## src/rtl/dws_pkg.sv

```systemverilog
package dws_pkg;

  localparam int SAMPLE_W     = 8;
  localparam int TIME_W       = 15;
  localparam int TICK_W       = 8;
  localparam int SEG_LIST_W   = 18;
  localparam int SEG_CODE_W   = 3;
  localparam int SEG_CODES    = 6;
  localparam int CFG_INDEX_W  = 3;
  localparam int CFG_DATA_W   = 15;
  // Wide enough for the largest sample store the parameters allow.
  localparam int STORE_ADDR_W = 10;

  localparam logic [TICK_W-1:0] HOLD_TICKS_RESET = 8'd18;
  localparam logic [TICK_W-1:0] UNIT_TICKS_RESET = 8'd20;

  typedef enum logic [1:0] {
    OP_LOAD  = 2'd0,
    OP_START = 2'd1,
    OP_TICK  = 2'd2,
    OP_NOP   = 2'd3
  } opcode_e;

  typedef enum logic [CFG_INDEX_W-1:0] {
    CFG_FLAT_TIME_ONE   = 3'd0,
    CFG_FLAT_AMP_ONE    = 3'd1,
    CFG_FLAT_TIME_TWO   = 3'd2,
    CFG_FLAT_AMP_TWO    = 3'd3,
    CFG_FLAT_TIME_THREE = 3'd4,
    CFG_FLAT_AMP_THREE  = 3'd5,
    CFG_HOLD_TICKS      = 3'd6,
    CFG_UNIT_TICKS      = 3'd7
  } cfg_reg_e;

  // Segment codes of a sequence.
  localparam logic [SEG_CODE_W-1:0] SEG_SKIP       = 3'd0;
  localparam logic [SEG_CODE_W-1:0] SEG_WAVE_ONE   = 3'd1;
  localparam logic [SEG_CODE_W-1:0] SEG_WAVE_TWO   = 3'd2;
  localparam logic [SEG_CODE_W-1:0] SEG_WAVE_THREE = 3'd3;
  localparam logic [SEG_CODE_W-1:0] SEG_FLAT_ONE   = 3'd4;
  localparam logic [SEG_CODE_W-1:0] SEG_FLAT_TWO   = 3'd5;
  localparam logic [SEG_CODE_W-1:0] SEG_FLAT_THREE = 3'd6;
  localparam logic [SEG_CODE_W-1:0] SEG_SHORT      = 3'd7;

  localparam logic [1:0] TSEL_SHORT = 2'd3;

  // Where the DAC code of a transaction comes from once it reaches the output stage.
  typedef enum logic [1:0] {
    DAC_KEEP  = 2'd0,
    DAC_CONST = 2'd1,
    DAC_MEM   = 2'd2
  } dac_sel_e;

  typedef struct packed {
    logic [TIME_W-1:0]   flat_time_one;
    logic [SAMPLE_W-1:0] flat_amp_one;
    logic [TIME_W-1:0]   flat_time_two;
    logic [SAMPLE_W-1:0] flat_amp_two;
    logic [TIME_W-1:0]   flat_time_three;
    logic [SAMPLE_W-1:0] flat_amp_three;
    logic [TICK_W-1:0]   hold_ticks;
    logic [TICK_W-1:0]   unit_ticks;
  } cfg_t;

  typedef struct packed {
    dac_sel_e            dac_sel;
    logic [SAMPLE_W-1:0] dac_const;
    logic                busy;
    logic                done;
    logic                refused;
  } res_t;

  typedef struct packed {
    logic                    wr_en;
    logic [STORE_ADDR_W-1:0] wr_addr;
    logic [SAMPLE_W-1:0]     wr_data;
    logic                    rd_en;
    logic [STORE_ADDR_W-1:0] rd_addr;
  } mem_req_t;

endpackage

```

## src/rtl/dac_waveform_sequencer.sv

```systemverilog
// DAC waveform sequencer.
// Input channel (in_valid_i / in_stall_o) carries one transaction per item: a sample
// load, a sequence start or a playback tick, chosen by opcode_i. Output channel
// (out_valid_o / out_stall_i) returns exactly one result transaction per input
// transaction, in order: the DAC code after the item, the busy flag, the
// end-of-sequence pulse and the refused flag for loads and starts met while busy.
// The configuration channel (cfg_valid_i / cfg_ready_o) is always ready and should
// be written only while the block is idle.
// A valid result appears in the cycle after input acceptance, and throughput is
// one transaction per cycle when not stalled, so a tick can be taken on every clock.
// The rate is set by the sample store: each item issues at most one read of the
// store, whose registered read data is merged into the result in the output register.
// Reset clears the sequencer state, sets the configuration registers to their
// defaults and marks every sample entry unwritten, so it reads as zero at once;
// no clearing pass is needed. When the receiver stalls, the result is held in the
// output register and the input is stalled in the same cycle; no transaction is lost.
module dac_waveform_sequencer #(
  parameter int TABLE_DEPTH     = 20,
  parameter int SHORT_DEPTH     = 10,
  parameter int SEQUENCE_LENGTH = 6
) (
  input  logic                              clk_i,
  input  logic                              rst_ni,
  input  logic                              in_valid_i,
  output logic                              in_stall_o,
  input  logic [1:0]                        opcode_i,
  input  logic [1:0]                        table_select_i,
  input  logic [4:0]                        sample_index_i,
  input  logic [dws_pkg::SAMPLE_W-1:0]      sample_value_i,
  input  logic [dws_pkg::SEG_LIST_W-1:0]    segment_list_i,
  output logic                              out_valid_o,
  input  logic                              out_stall_i,
  output logic [dws_pkg::SAMPLE_W-1:0]      dac_value_o,
  output logic                              busy_res_o,
  output logic                              sequence_done_o,
  output logic                              refused_o,
  input  logic                              cfg_valid_i,
  output logic                              cfg_ready_o,
  input  logic [dws_pkg::CFG_INDEX_W-1:0]   cfg_index_i,
  input  logic [dws_pkg::CFG_DATA_W-1:0]    cfg_data_i
);

  // Three waveform tables followed by the short table, all in one store.
  localparam int STORE_DEPTH = 3 * TABLE_DEPTH + SHORT_DEPTH;

  dws_pkg::cfg_t     cfg_q;
  dws_pkg::res_t     res;
  dws_pkg::res_t     out_q;
  dws_pkg::mem_req_t req;
  logic              out_valid_q;
  logic [dws_pkg::SAMPLE_W-1:0] dac_q;
  logic [dws_pkg::SAMPLE_W-1:0] rd_data;
  logic              in_accept;
  logic              out_accept;

  assign cfg_ready_o = 1'b1;
  assign in_stall_o  = out_valid_q && out_stall_i;
  assign in_accept   = in_valid_i && !in_stall_o;
  assign out_accept  = out_valid_q && !out_stall_i;

  // Configuration registers; each write takes only the bits its register holds.
  always_ff @(posedge clk_i or negedge rst_ni) begin
    if (!rst_ni) begin
      cfg_q <= '{flat_time_one: '0, flat_amp_one: '0, flat_time_two: '0, flat_amp_two: '0,
                 flat_time_three: '0, flat_amp_three: '0,
                 hold_ticks: dws_pkg::HOLD_TICKS_RESET,
                 unit_ticks: dws_pkg::UNIT_TICKS_RESET};
    end else if (cfg_valid_i && cfg_ready_o) begin
      unique case (dws_pkg::cfg_reg_e'(cfg_index_i))
        dws_pkg::CFG_FLAT_TIME_ONE:   cfg_q.flat_time_one   <= cfg_data_i;
        dws_pkg::CFG_FLAT_AMP_ONE:    cfg_q.flat_amp_one    <= cfg_data_i[7:0];
        dws_pkg::CFG_FLAT_TIME_TWO:   cfg_q.flat_time_two   <= cfg_data_i;
        dws_pkg::CFG_FLAT_AMP_TWO:    cfg_q.flat_amp_two    <= cfg_data_i[7:0];
        dws_pkg::CFG_FLAT_TIME_THREE: cfg_q.flat_time_three <= cfg_data_i;
        dws_pkg::CFG_FLAT_AMP_THREE:  cfg_q.flat_amp_three  <= cfg_data_i[7:0];
        dws_pkg::CFG_HOLD_TICKS:      cfg_q.hold_ticks      <= cfg_data_i[7:0];
        dws_pkg::CFG_UNIT_TICKS:      cfg_q.unit_ticks      <= cfg_data_i[7:0];
        default: begin
        end
      endcase
    end
  end

  // The sequencer decides the next state in the cycle the item is accepted and
  // issues at most one store access.
  dws_ctrl #(
    .TABLE_DEPTH     (TABLE_DEPTH),
    .SHORT_DEPTH     (SHORT_DEPTH),
    .SEQUENCE_LENGTH (SEQUENCE_LENGTH)
  ) u_ctrl (
    .clk_i          (clk_i),
    .rst_ni         (rst_ni),
    .accept_i       (in_accept),
    .opcode_i       (dws_pkg::opcode_e'(opcode_i)),
    .table_select_i (table_select_i),
    .sample_index_i (sample_index_i),
    .sample_value_i (sample_value_i),
    .segment_list_i (segment_list_i),
    .cfg_i          (cfg_q),
    .res_o          (res),
    .req_o          (req)
  );

  dws_store #(
    .DEPTH (STORE_DEPTH)
  ) u_store (
    .clk_i     (clk_i),
    .rst_ni    (rst_ni),
    .req_i     (req),
    .rd_data_o (rd_data)
  );

  // Output register. The store's read data arrives in the same cycle the result
  // does, and is held by the store for as long as the result waits.
  always_ff @(posedge clk_i or negedge rst_ni) begin
    if (!rst_ni) begin
      out_valid_q <= 1'b0;
    end else if (in_accept) begin
      out_valid_q <= 1'b1;
    end else if (out_accept) begin
      out_valid_q <= 1'b0;
    end
  end

  always_ff @(posedge clk_i) begin
    if (in_accept) begin
      out_q <= res;
    end
  end

  // The DAC level is the code of the last delivered result; an item that leaves
  // the level alone shows it again.
  always_ff @(posedge clk_i or negedge rst_ni) begin
    if (!rst_ni) begin
      dac_q <= '0;
    end else if (out_accept) begin
      dac_q <= dac_value_o;
    end
  end

  always_comb begin
    unique case (out_q.dac_sel)
      dws_pkg::DAC_CONST: dac_value_o = out_q.dac_const;
      dws_pkg::DAC_MEM:   dac_value_o = rd_data;
      default:            dac_value_o = dac_q;
    endcase
  end

  assign out_valid_o     = out_valid_q;
  assign busy_res_o      = out_q.busy;
  assign sequence_done_o = out_q.done;
  assign refused_o       = out_q.refused;

endmodule

```

## src/rtl/dws_store.sv

```systemverilog
module dws_store #(
  parameter int DEPTH = 70
) (
  input  logic                          clk_i,
  input  logic                          rst_ni,
  input  dws_pkg::mem_req_t             req_i,
  output logic [dws_pkg::SAMPLE_W-1:0]  rd_data_o
);

  localparam int AW = $clog2(DEPTH);

  logic [dws_pkg::SAMPLE_W-1:0] mem_q [DEPTH];
  logic [DEPTH-1:0]             valid_q;
  logic [dws_pkg::SAMPLE_W-1:0] rd_q;
  logic                         rd_valid_q;

  always_ff @(posedge clk_i) begin
    if (req_i.wr_en) begin
      mem_q[req_i.wr_addr[AW-1:0]] <= req_i.wr_data;
    end
  end

  always_ff @(posedge clk_i) begin
    if (req_i.rd_en) begin
      rd_q <= mem_q[req_i.rd_addr[AW-1:0]];
    end
  end

  // An entry that has never been written reads as zero.
  always_ff @(posedge clk_i or negedge rst_ni) begin
    if (!rst_ni) begin
      valid_q    <= '0;
      rd_valid_q <= 1'b0;
    end else begin
      if (req_i.wr_en) begin
        valid_q[req_i.wr_addr[AW-1:0]] <= 1'b1;
      end
      if (req_i.rd_en) begin
        rd_valid_q <= valid_q[req_i.rd_addr[AW-1:0]];
      end
    end
  end

  assign rd_data_o = rd_valid_q ? rd_q : '0;

endmodule

```

## src/rtl/dws_ctrl.sv

```systemverilog
module dws_ctrl #(
  parameter int TABLE_DEPTH     = 20,
  parameter int SHORT_DEPTH     = 10,
  parameter int SEQUENCE_LENGTH = 6
) (
  input  logic                            clk_i,
  input  logic                            rst_ni,
  input  logic                            accept_i,
  input  dws_pkg::opcode_e                opcode_i,
  input  logic [1:0]                      table_select_i,
  input  logic [4:0]                      sample_index_i,
  input  logic [dws_pkg::SAMPLE_W-1:0]    sample_value_i,
  input  logic [dws_pkg::SEG_LIST_W-1:0]  segment_list_i,
  input  dws_pkg::cfg_t                   cfg_i,
  output dws_pkg::res_t                   res_o,
  output dws_pkg::mem_req_t               req_o
);

  localparam int LISTW = dws_pkg::SEG_CODE_W * SEQUENCE_LENGTH;
  localparam int PADW  = (LISTW > dws_pkg::SEG_LIST_W) ? LISTW : dws_pkg::SEG_LIST_W;
  localparam int FW    = $clog2(SEQUENCE_LENGTH + 1);
  localparam int MAXD  = (TABLE_DEPTH > SHORT_DEPTH) ? TABLE_DEPTH : SHORT_DEPTH;
  localparam int SAW   = $clog2(MAXD + 1);
  localparam int AW    = dws_pkg::STORE_ADDR_W;
  localparam int CW    = dws_pkg::SEG_CODE_W;

  function automatic logic is_table(input logic [CW-1:0] code);
    logic r;
    unique case (code) inside
      dws_pkg::SEG_WAVE_ONE, dws_pkg::SEG_WAVE_TWO, dws_pkg::SEG_WAVE_THREE,
      dws_pkg::SEG_SHORT: r = 1'b1;
      default:            r = 1'b0;
    endcase
    return r;
  endfunction

  function automatic logic is_flat(input logic [CW-1:0] code);
    logic r;
    unique case (code) inside
      dws_pkg::SEG_FLAT_ONE, dws_pkg::SEG_FLAT_TWO, dws_pkg::SEG_FLAT_THREE: r = 1'b1;
      default: r = 1'b0;
    endcase
    return r;
  endfunction

  function automatic logic [AW-1:0] base_of(input logic [CW-1:0] code);
    logic [AW-1:0] r;
    unique case (code)
      dws_pkg::SEG_WAVE_TWO:   r = AW'(TABLE_DEPTH);
      dws_pkg::SEG_WAVE_THREE: r = AW'(2 * TABLE_DEPTH);
      dws_pkg::SEG_SHORT:      r = AW'(3 * TABLE_DEPTH);
      default:                 r = '0;
    endcase
    return r;
  endfunction

  function automatic logic [SAW-1:0] depth_of(input logic [CW-1:0] code);
    return (code == dws_pkg::SEG_SHORT) ? SAW'(SHORT_DEPTH) : SAW'(TABLE_DEPTH);
  endfunction

  function automatic logic [dws_pkg::TIME_W-1:0] time_of(input dws_pkg::cfg_t cfg,
                                                        input logic [CW-1:0] code);
    logic [dws_pkg::TIME_W-1:0] r;
    unique case (code)
      dws_pkg::SEG_FLAT_ONE: r = cfg.flat_time_one;
      dws_pkg::SEG_FLAT_TWO: r = cfg.flat_time_two;
      default:               r = cfg.flat_time_three;
    endcase
    return r;
  endfunction

  function automatic logic [dws_pkg::SAMPLE_W-1:0] amp_of(input dws_pkg::cfg_t cfg,
                                                         input logic [CW-1:0] code);
    logic [dws_pkg::SAMPLE_W-1:0] r;
    unique case (code)
      dws_pkg::SEG_FLAT_ONE: r = cfg.flat_amp_one;
      dws_pkg::SEG_FLAT_TWO: r = cfg.flat_amp_two;
      default:               r = cfg.flat_amp_three;
    endcase
    return r;
  endfunction

  logic [dws_pkg::SEG_LIST_W-1:0] active_q, active_d;
  logic [FW-1:0]                  seg_pos_q, seg_pos_d;
  logic [SAW-1:0]                 samp_q, samp_d;
  logic [dws_pkg::TICK_W-1:0]     tick_q, tick_d;
  logic [dws_pkg::TIME_W-1:0]     units_q, units_d;
  logic                           playing_q, playing_d;

  logic [PADW-1:0] src_pad;
  logic [PADW-1:0] act_pad;
  logic [FW-1:0]   ent_from;
  logic            ent_found;
  logic [FW-1:0]   ent_pos;
  logic [CW-1:0]   ent_code;
  logic            ent_zero;
  logic [CW-1:0]   cur_code;

  logic                       is_start;
  logic [dws_pkg::TICK_W-1:0] tick_inc;
  logic [SAW-1:0]             samp_inc;
  logic [dws_pkg::TIME_W-1:0] units_dec;

  assign is_start = (opcode_i == dws_pkg::OP_START);
  assign src_pad  = is_start ? PADW'(segment_list_i) : PADW'(active_q);
  assign act_pad  = PADW'(active_q);
  assign ent_from = is_start ? '0 : seg_pos_q + FW'(1);
  assign tick_inc = tick_q + dws_pkg::TICK_W'(1);
  assign samp_inc = samp_q + SAW'(1);
  assign units_dec = units_q - dws_pkg::TIME_W'(1);

  // Code of the segment now playing.
  always_comb begin
    cur_code = dws_pkg::SEG_SKIP;
    for (int p = 0; p < SEQUENCE_LENGTH; p++) begin
      if (seg_pos_q == FW'(p)) begin
        cur_code = act_pad[CW*p +: CW];
      end
    end
  end

  // First playable segment at or after ent_from. Flat pulses of zero length are
  // passed over but leave the DAC at zero.
  always_comb begin
    logic [CW-1:0] c;
    ent_found = 1'b0;
    ent_pos   = '0;
    ent_code  = dws_pkg::SEG_SKIP;
    ent_zero  = 1'b0;
    for (int p = 0; p < SEQUENCE_LENGTH; p++) begin
      c = src_pad[CW*p +: CW];
      if (!ent_found && (FW'(p) >= ent_from)) begin
        if (is_table(c) || (is_flat(c) && (time_of(cfg_i, c) != '0))) begin
          ent_found = 1'b1;
          ent_pos   = FW'(p);
          ent_code  = c;
        end else if (is_flat(c)) begin
          ent_zero = 1'b1;
        end
      end
    end
  end

  always_comb begin
    logic use_enter;
    logic force_zero;
    active_d   = active_q;
    seg_pos_d  = seg_pos_q;
    samp_d     = samp_q;
    tick_d     = tick_q;
    units_d    = units_q;
    playing_d  = playing_q;
    use_enter  = 1'b0;
    force_zero = 1'b0;
    res_o      = '{dac_sel: dws_pkg::DAC_KEEP, dac_const: '0, busy: 1'b0,
                   done: 1'b0, refused: 1'b0};
    req_o      = '0;

    unique case (opcode_i)
      dws_pkg::OP_LOAD: begin
        if (playing_q) begin
          res_o.refused = 1'b1;
        end else if (table_select_i != dws_pkg::TSEL_SHORT) begin
          if (int'(sample_index_i) < TABLE_DEPTH) begin
            req_o.wr_en   = accept_i;
            req_o.wr_addr = base_of(CW'(table_select_i) + CW'(1)) + AW'(sample_index_i);
          end
        end else if (int'(sample_index_i) < SHORT_DEPTH) begin
          req_o.wr_en   = accept_i;
          req_o.wr_addr = base_of(dws_pkg::SEG_SHORT) + AW'(sample_index_i);
        end
        req_o.wr_data = sample_value_i;
      end
      dws_pkg::OP_START: begin
        if (playing_q) begin
          res_o.refused = 1'b1;
        end else begin
          active_d  = segment_list_i;
          seg_pos_d = '0;
          use_enter = 1'b1;
        end
      end
      dws_pkg::OP_TICK: begin
        if (playing_q) begin
          if (is_flat(cur_code)) begin
            if (tick_inc >= cfg_i.unit_ticks) begin
              tick_d  = '0;
              units_d = units_dec;
              if (units_dec == '0) begin
                force_zero = 1'b1;
                use_enter  = 1'b1;
              end
            end else begin
              tick_d = tick_inc;
            end
          end else if (tick_inc >= cfg_i.hold_ticks) begin
            tick_d = '0;
            samp_d = samp_inc;
            if (samp_inc >= depth_of(cur_code)) begin
              use_enter = 1'b1;
            end else begin
              res_o.dac_sel = dws_pkg::DAC_MEM;
              req_o.rd_en   = accept_i;
              req_o.rd_addr = base_of(cur_code) + AW'(samp_inc);
            end
          end else begin
            tick_d = tick_inc;
          end
        end
      end
      default: begin
      end
    endcase

    if (use_enter) begin
      if (ent_found) begin
        seg_pos_d = ent_pos;
        tick_d    = '0;
        playing_d = 1'b1;
        if (is_table(ent_code)) begin
          samp_d        = '0;
          res_o.dac_sel = dws_pkg::DAC_MEM;
          req_o.rd_en   = accept_i;
          req_o.rd_addr = base_of(ent_code);
        end else begin
          units_d         = time_of(cfg_i, ent_code);
          res_o.dac_sel   = dws_pkg::DAC_CONST;
          res_o.dac_const = amp_of(cfg_i, ent_code);
        end
      end else begin
        playing_d  = 1'b0;
        res_o.done = 1'b1;
        if (ent_zero || force_zero) begin
          res_o.dac_sel = dws_pkg::DAC_CONST;
        end
      end
    end

    res_o.busy = playing_d;
  end

  always_ff @(posedge clk_i or negedge rst_ni) begin
    if (!rst_ni) begin
      active_q  <= '0;
      seg_pos_q <= '0;
      samp_q    <= '0;
      tick_q    <= '0;
      units_q   <= '0;
      playing_q <= 1'b0;
    end else if (accept_i) begin
      active_q  <= active_d;
      seg_pos_q <= seg_pos_d;
      samp_q    <= samp_d;
      tick_q    <= tick_d;
      units_q   <= units_d;
      playing_q <= playing_d;
    end
  end

endmodule

```

## config.mk

```make
export PLATFORM = sky130hd
export DESIGN_NAME = dac_waveform_sequencer
export DESIGN_NICKNAME = d
export VERILOG_FILES = /design/src/rtl/dws_pkg.sv /design/src/rtl/dac_waveform_sequencer.sv /design/src/rtl/dws_store.sv /design/src/rtl/dws_ctrl.sv
export SDC_FILE = /design/constraint.sdc
export NUM_CORES = 1
export LEC_CHECK = 0
export BUFFER_PORTS_ARGS = -buffer_cell sky130_fd_sc_hd__buf_4
export CORE_MARGIN = 8
export CORE_UTILIZATION = 50
export DETAILED_ROUTE_END_ITERATION = 10
export PLACE_DENSITY = 0.63
export SYNTH_ARGS = -nofsm -noshare
export SYNTH_HDL_FRONTEND = slang
export SYNTH_HIERARCHICAL = 1
export SYNTH_SLANG_ARGS = --single-unit
```

## constraint.sdc

```tcl
create_clock -name clk_i -period 6.58 [get_ports clk_i]
set_input_delay 0.658 -clock clk_i [delete_from_list [all_inputs] [get_ports clk_i]]
set_output_delay 0.658 -clock clk_i [all_outputs]
set_load 0.01 [all_outputs]
```

==> summary.txt <==
Power and ir drop
  • Power per cell area: 336.7 nW/µm²
  • P_leak: about 14 nW
  • Switch Pwr: 3.831 mW
  • Max VDD drop: a little over 200 µV
  • Clock power frac: a little over a third
  • Pint: roughly 9.6 mW
  • Comb power frac: about 20%
  • Sw frac: between 20% and 30%
  • Register share of total power: 43.7%

Floorplanning
  • # rows: 97
  • Die W: 281.2 µm
  • Core ar.: roughly 70000 µm²
  • Die span in y: around 280 µm
  • IO Count: 72
  • Starting density of the core: between 50% and 60%
  • Die area: a little under 80000 µm²

CTS
  • Clock Tree Root: clkbuf_16
  • Num CTS Buffers: 84
  • H-tree depth: 3
  • # hold bufs at CTS: 0
  • Worst-skew pair later-pin latency: between 0.6 and 0.7 ns
  • Worst-path clk slew: approximately 0.06 ns
  • CTS tree: yes
  • Clock sink total: 796
  • Clock Path Buffers: 3

Logic synthesis
  • Syn Inst Count: 2257
  • Post-Synthesis Cell Area: approximately 35000 µm²
  • Avg Cell Area, Syn: 15.58 µm²
  • Yosys warning total: 6
  • Post-synth net total: between 2000 and 2500

Finish
  • Layout area overhead: 13.04%
  • Share of cells above drive strength 1: about 27%
  • # fillers: 5421
  • # nets final: roughly 2500
  • Most frequent cells in the layout: edfxtp_1 (581), dfrtp_1 (211), mux4_2 (144), nor2_1 (133), mux2_2 (124)
  • Commonest non-fill, non-tap cell in the layout: edfxtp_1
  • Footprint of the multi-input gates: about 12000 µm²
  • Register area: ~23000 µm²

Global route
  • Total track usage: between 20 and 25%
  • Initial antenna violation count: 2
  • Largest net degree at the start of global routing: ~110
  • GRT overflow: 0
  • First-pass GRT wire length: about 140 mm
  • Vias in the first global route: about 21000

Route
  • First-pass iteration count of the detailed router: 6
  • Wire per inst: between 20 and 30 µm
  • DR vias/cell: a little over 6
  • Routed Antenna Nets: 0
  • DRC: 0
  • Post-Route WL: between 80 and 90 mm
  • Via count: 20777
  • Drt first-iter violations: approximately 2100

STA
  • RSZ-0062 raised after global routing: false
  • Fin. Hold Viols: 0
  • Clk_skew: approximately 0.051 ns
  • Crit path time final: roughly 6.1 ns
  • Crit share post-route: 93.10%
  • Final Max Slew Viols: 0
  • Worst slew pin tran: about 1.2 ns
  • Slew margin rel.: between 15 and 20%
  • Final setup viols: 0
  • Worst hold slack: 0.08985 ns
  • Setup Total Neg Slack: 0 ns
  • Fmax: 163.2 MHz

Placed design
  • # port buffers: 70
  • GP Congestion: ~0.95
  • Post-DP HPWL: between 50 and 60 mm

Setup path
  • Req. time, crit path: roughly 7.0 ns
  • CP Launch Type: register
  • Critical Path End Type: register
  • CP arrival: approximately 6.5 ns
  • Worst Path Class, Setup: reg2reg
  • Critical Path Fanout Max: 32
  • R2R depth: 25

Outcome
  • Outcome: complete, no violations

Worst hold path
  • Class of the worst hold path: in2async

Run
  • Max-cap violations: 0
## cell type report
cell class,count,area share [%]
Clock buffer,106,5.646
Antenna cell,5,0.03147
Clock inverter,49,1.595
Multi-Input combinational cell,1301,29.09
Timing Repair Buffer,128,2.760
Inverter,52,0.4909
Sequential cell,796,57.43
Tap cell,940,2.958
## sequential cells by signal (all words and copies together) (netlist names)
register and flops:
u_store/rd_valid_q 1, out_q 10, u_store/valid_q 70, refused_o 1, u_ctrl/act_pad 18, busy_res_o 1, u_ctrl/tick_q 8, sequence_done_o 1
u_ctrl/playing_q 1, cfg_q 85, u_ctrl/units_q 15, out_valid_o 1, dac_q 8, u_store/rd_q 8, u_ctrl/seg_pos_q 3, u_ctrl/samp_q 5
u_store/mem_q 560
## stage by stage
step / total power [mW] / instance area [µm²] / util [%] / std cells / setup slack, ns
floorplan: 7.718 / 35170 / - / 2257 / 1.078
global placement: 8.510 / 36810 / 52.75 / 3213 / 0.2893
detailed placement: 8.557 / 36810 / 52.75 / 3213 / 0.2067
CTS: 13.44 / 39690 / 56.87 / 3368 / 0.1862
global route: 13.92 / 39750 / 56.96 / 3372 / 0.02478
finish: 13.39 / 39760 / 56.97 / 3377 / 0.4542
## layer usage
layer / share of wire [%] / GRT usage (%) / routed length, µm
met2: 49 / 37.21 / 43720
met5: 0 / 0 / 0
met1: 42 / 30.86 / 37470
met4: 4.0 / 8.530 / 3573
met3: 5.8 / 3.552 / 5203
## worst max-delay path, stage by stage (launching register included)
cell      delay [ns]
dfrtp_1         0.45
inv_1           0.13
ha_1            0.33
nand3b_1        0.12
a221o_1         0.32
a32o_1          0.26
nor2_1          0.24
o21ai_0         0.18
inv_1           0.14
ha_1            0.15
a21bo_2         0.11
a21o_1          0.10
a21o_1          0.13
a21o_1          0.13
nand4_1         0.16
a31oi_4         0.31
nor2b_2         0.29
nand3_1         0.19
o21ai_4         0.25
buf_12          0.29
buf_4           0.28
mux4_2          0.34
a22oi_1         0.40
nand2_1         0.21
o22ai_1         0.20
o21ai_1         0.10
## what timing repair did
item / 4_1_cts / 5_1_grt
endpoints found under the setup margin: 0 / 9
gates resized for setup: 0 / 6
setup buffers: 0 / 4
## final timing paths
kind                                                 start                         endpoint  slack [ns]
min reg2reg                u_store/valid_q[39]$_DFFE_PN0P_  u_store/valid_q[39]$_DFFE_PN0P_        0.46
max                        u_ctrl/seg_pos_q[0]$_DFFE_PN0P_        u_store/rd_q[1]$_DFFE_PP_        0.45
max in group asynchronous                           rst_ni            cfg_q[53]$_DFFE_PN0P_        5.04
max reg2reg                u_ctrl/seg_pos_q[0]$_DFFE_PN0P_        u_store/rd_q[1]$_DFFE_PP_        0.45
min in group clk_i                              in_valid_i          out_valid_o$_DFFE_PN0P_        0.24
min                                                 rst_ni    u_ctrl/act_pad[5]$_DFFE_PN0P_        0.09
## power groups by stage
stage	Sequential, mW	Clock (mW)	Combinational, mW
2_1_floorplan	5.86	0	1.86
3_3_place_gp	5.93	0	2.58
3_5_place_dp	5.94	0	2.62
4_1_cts	5.84	4.96	2.64
5_1_grt	5.88	5.16	2.89
6_report	5.85	4.88	2.66
No activity file was read; power rests on OpenSTA's default activity.
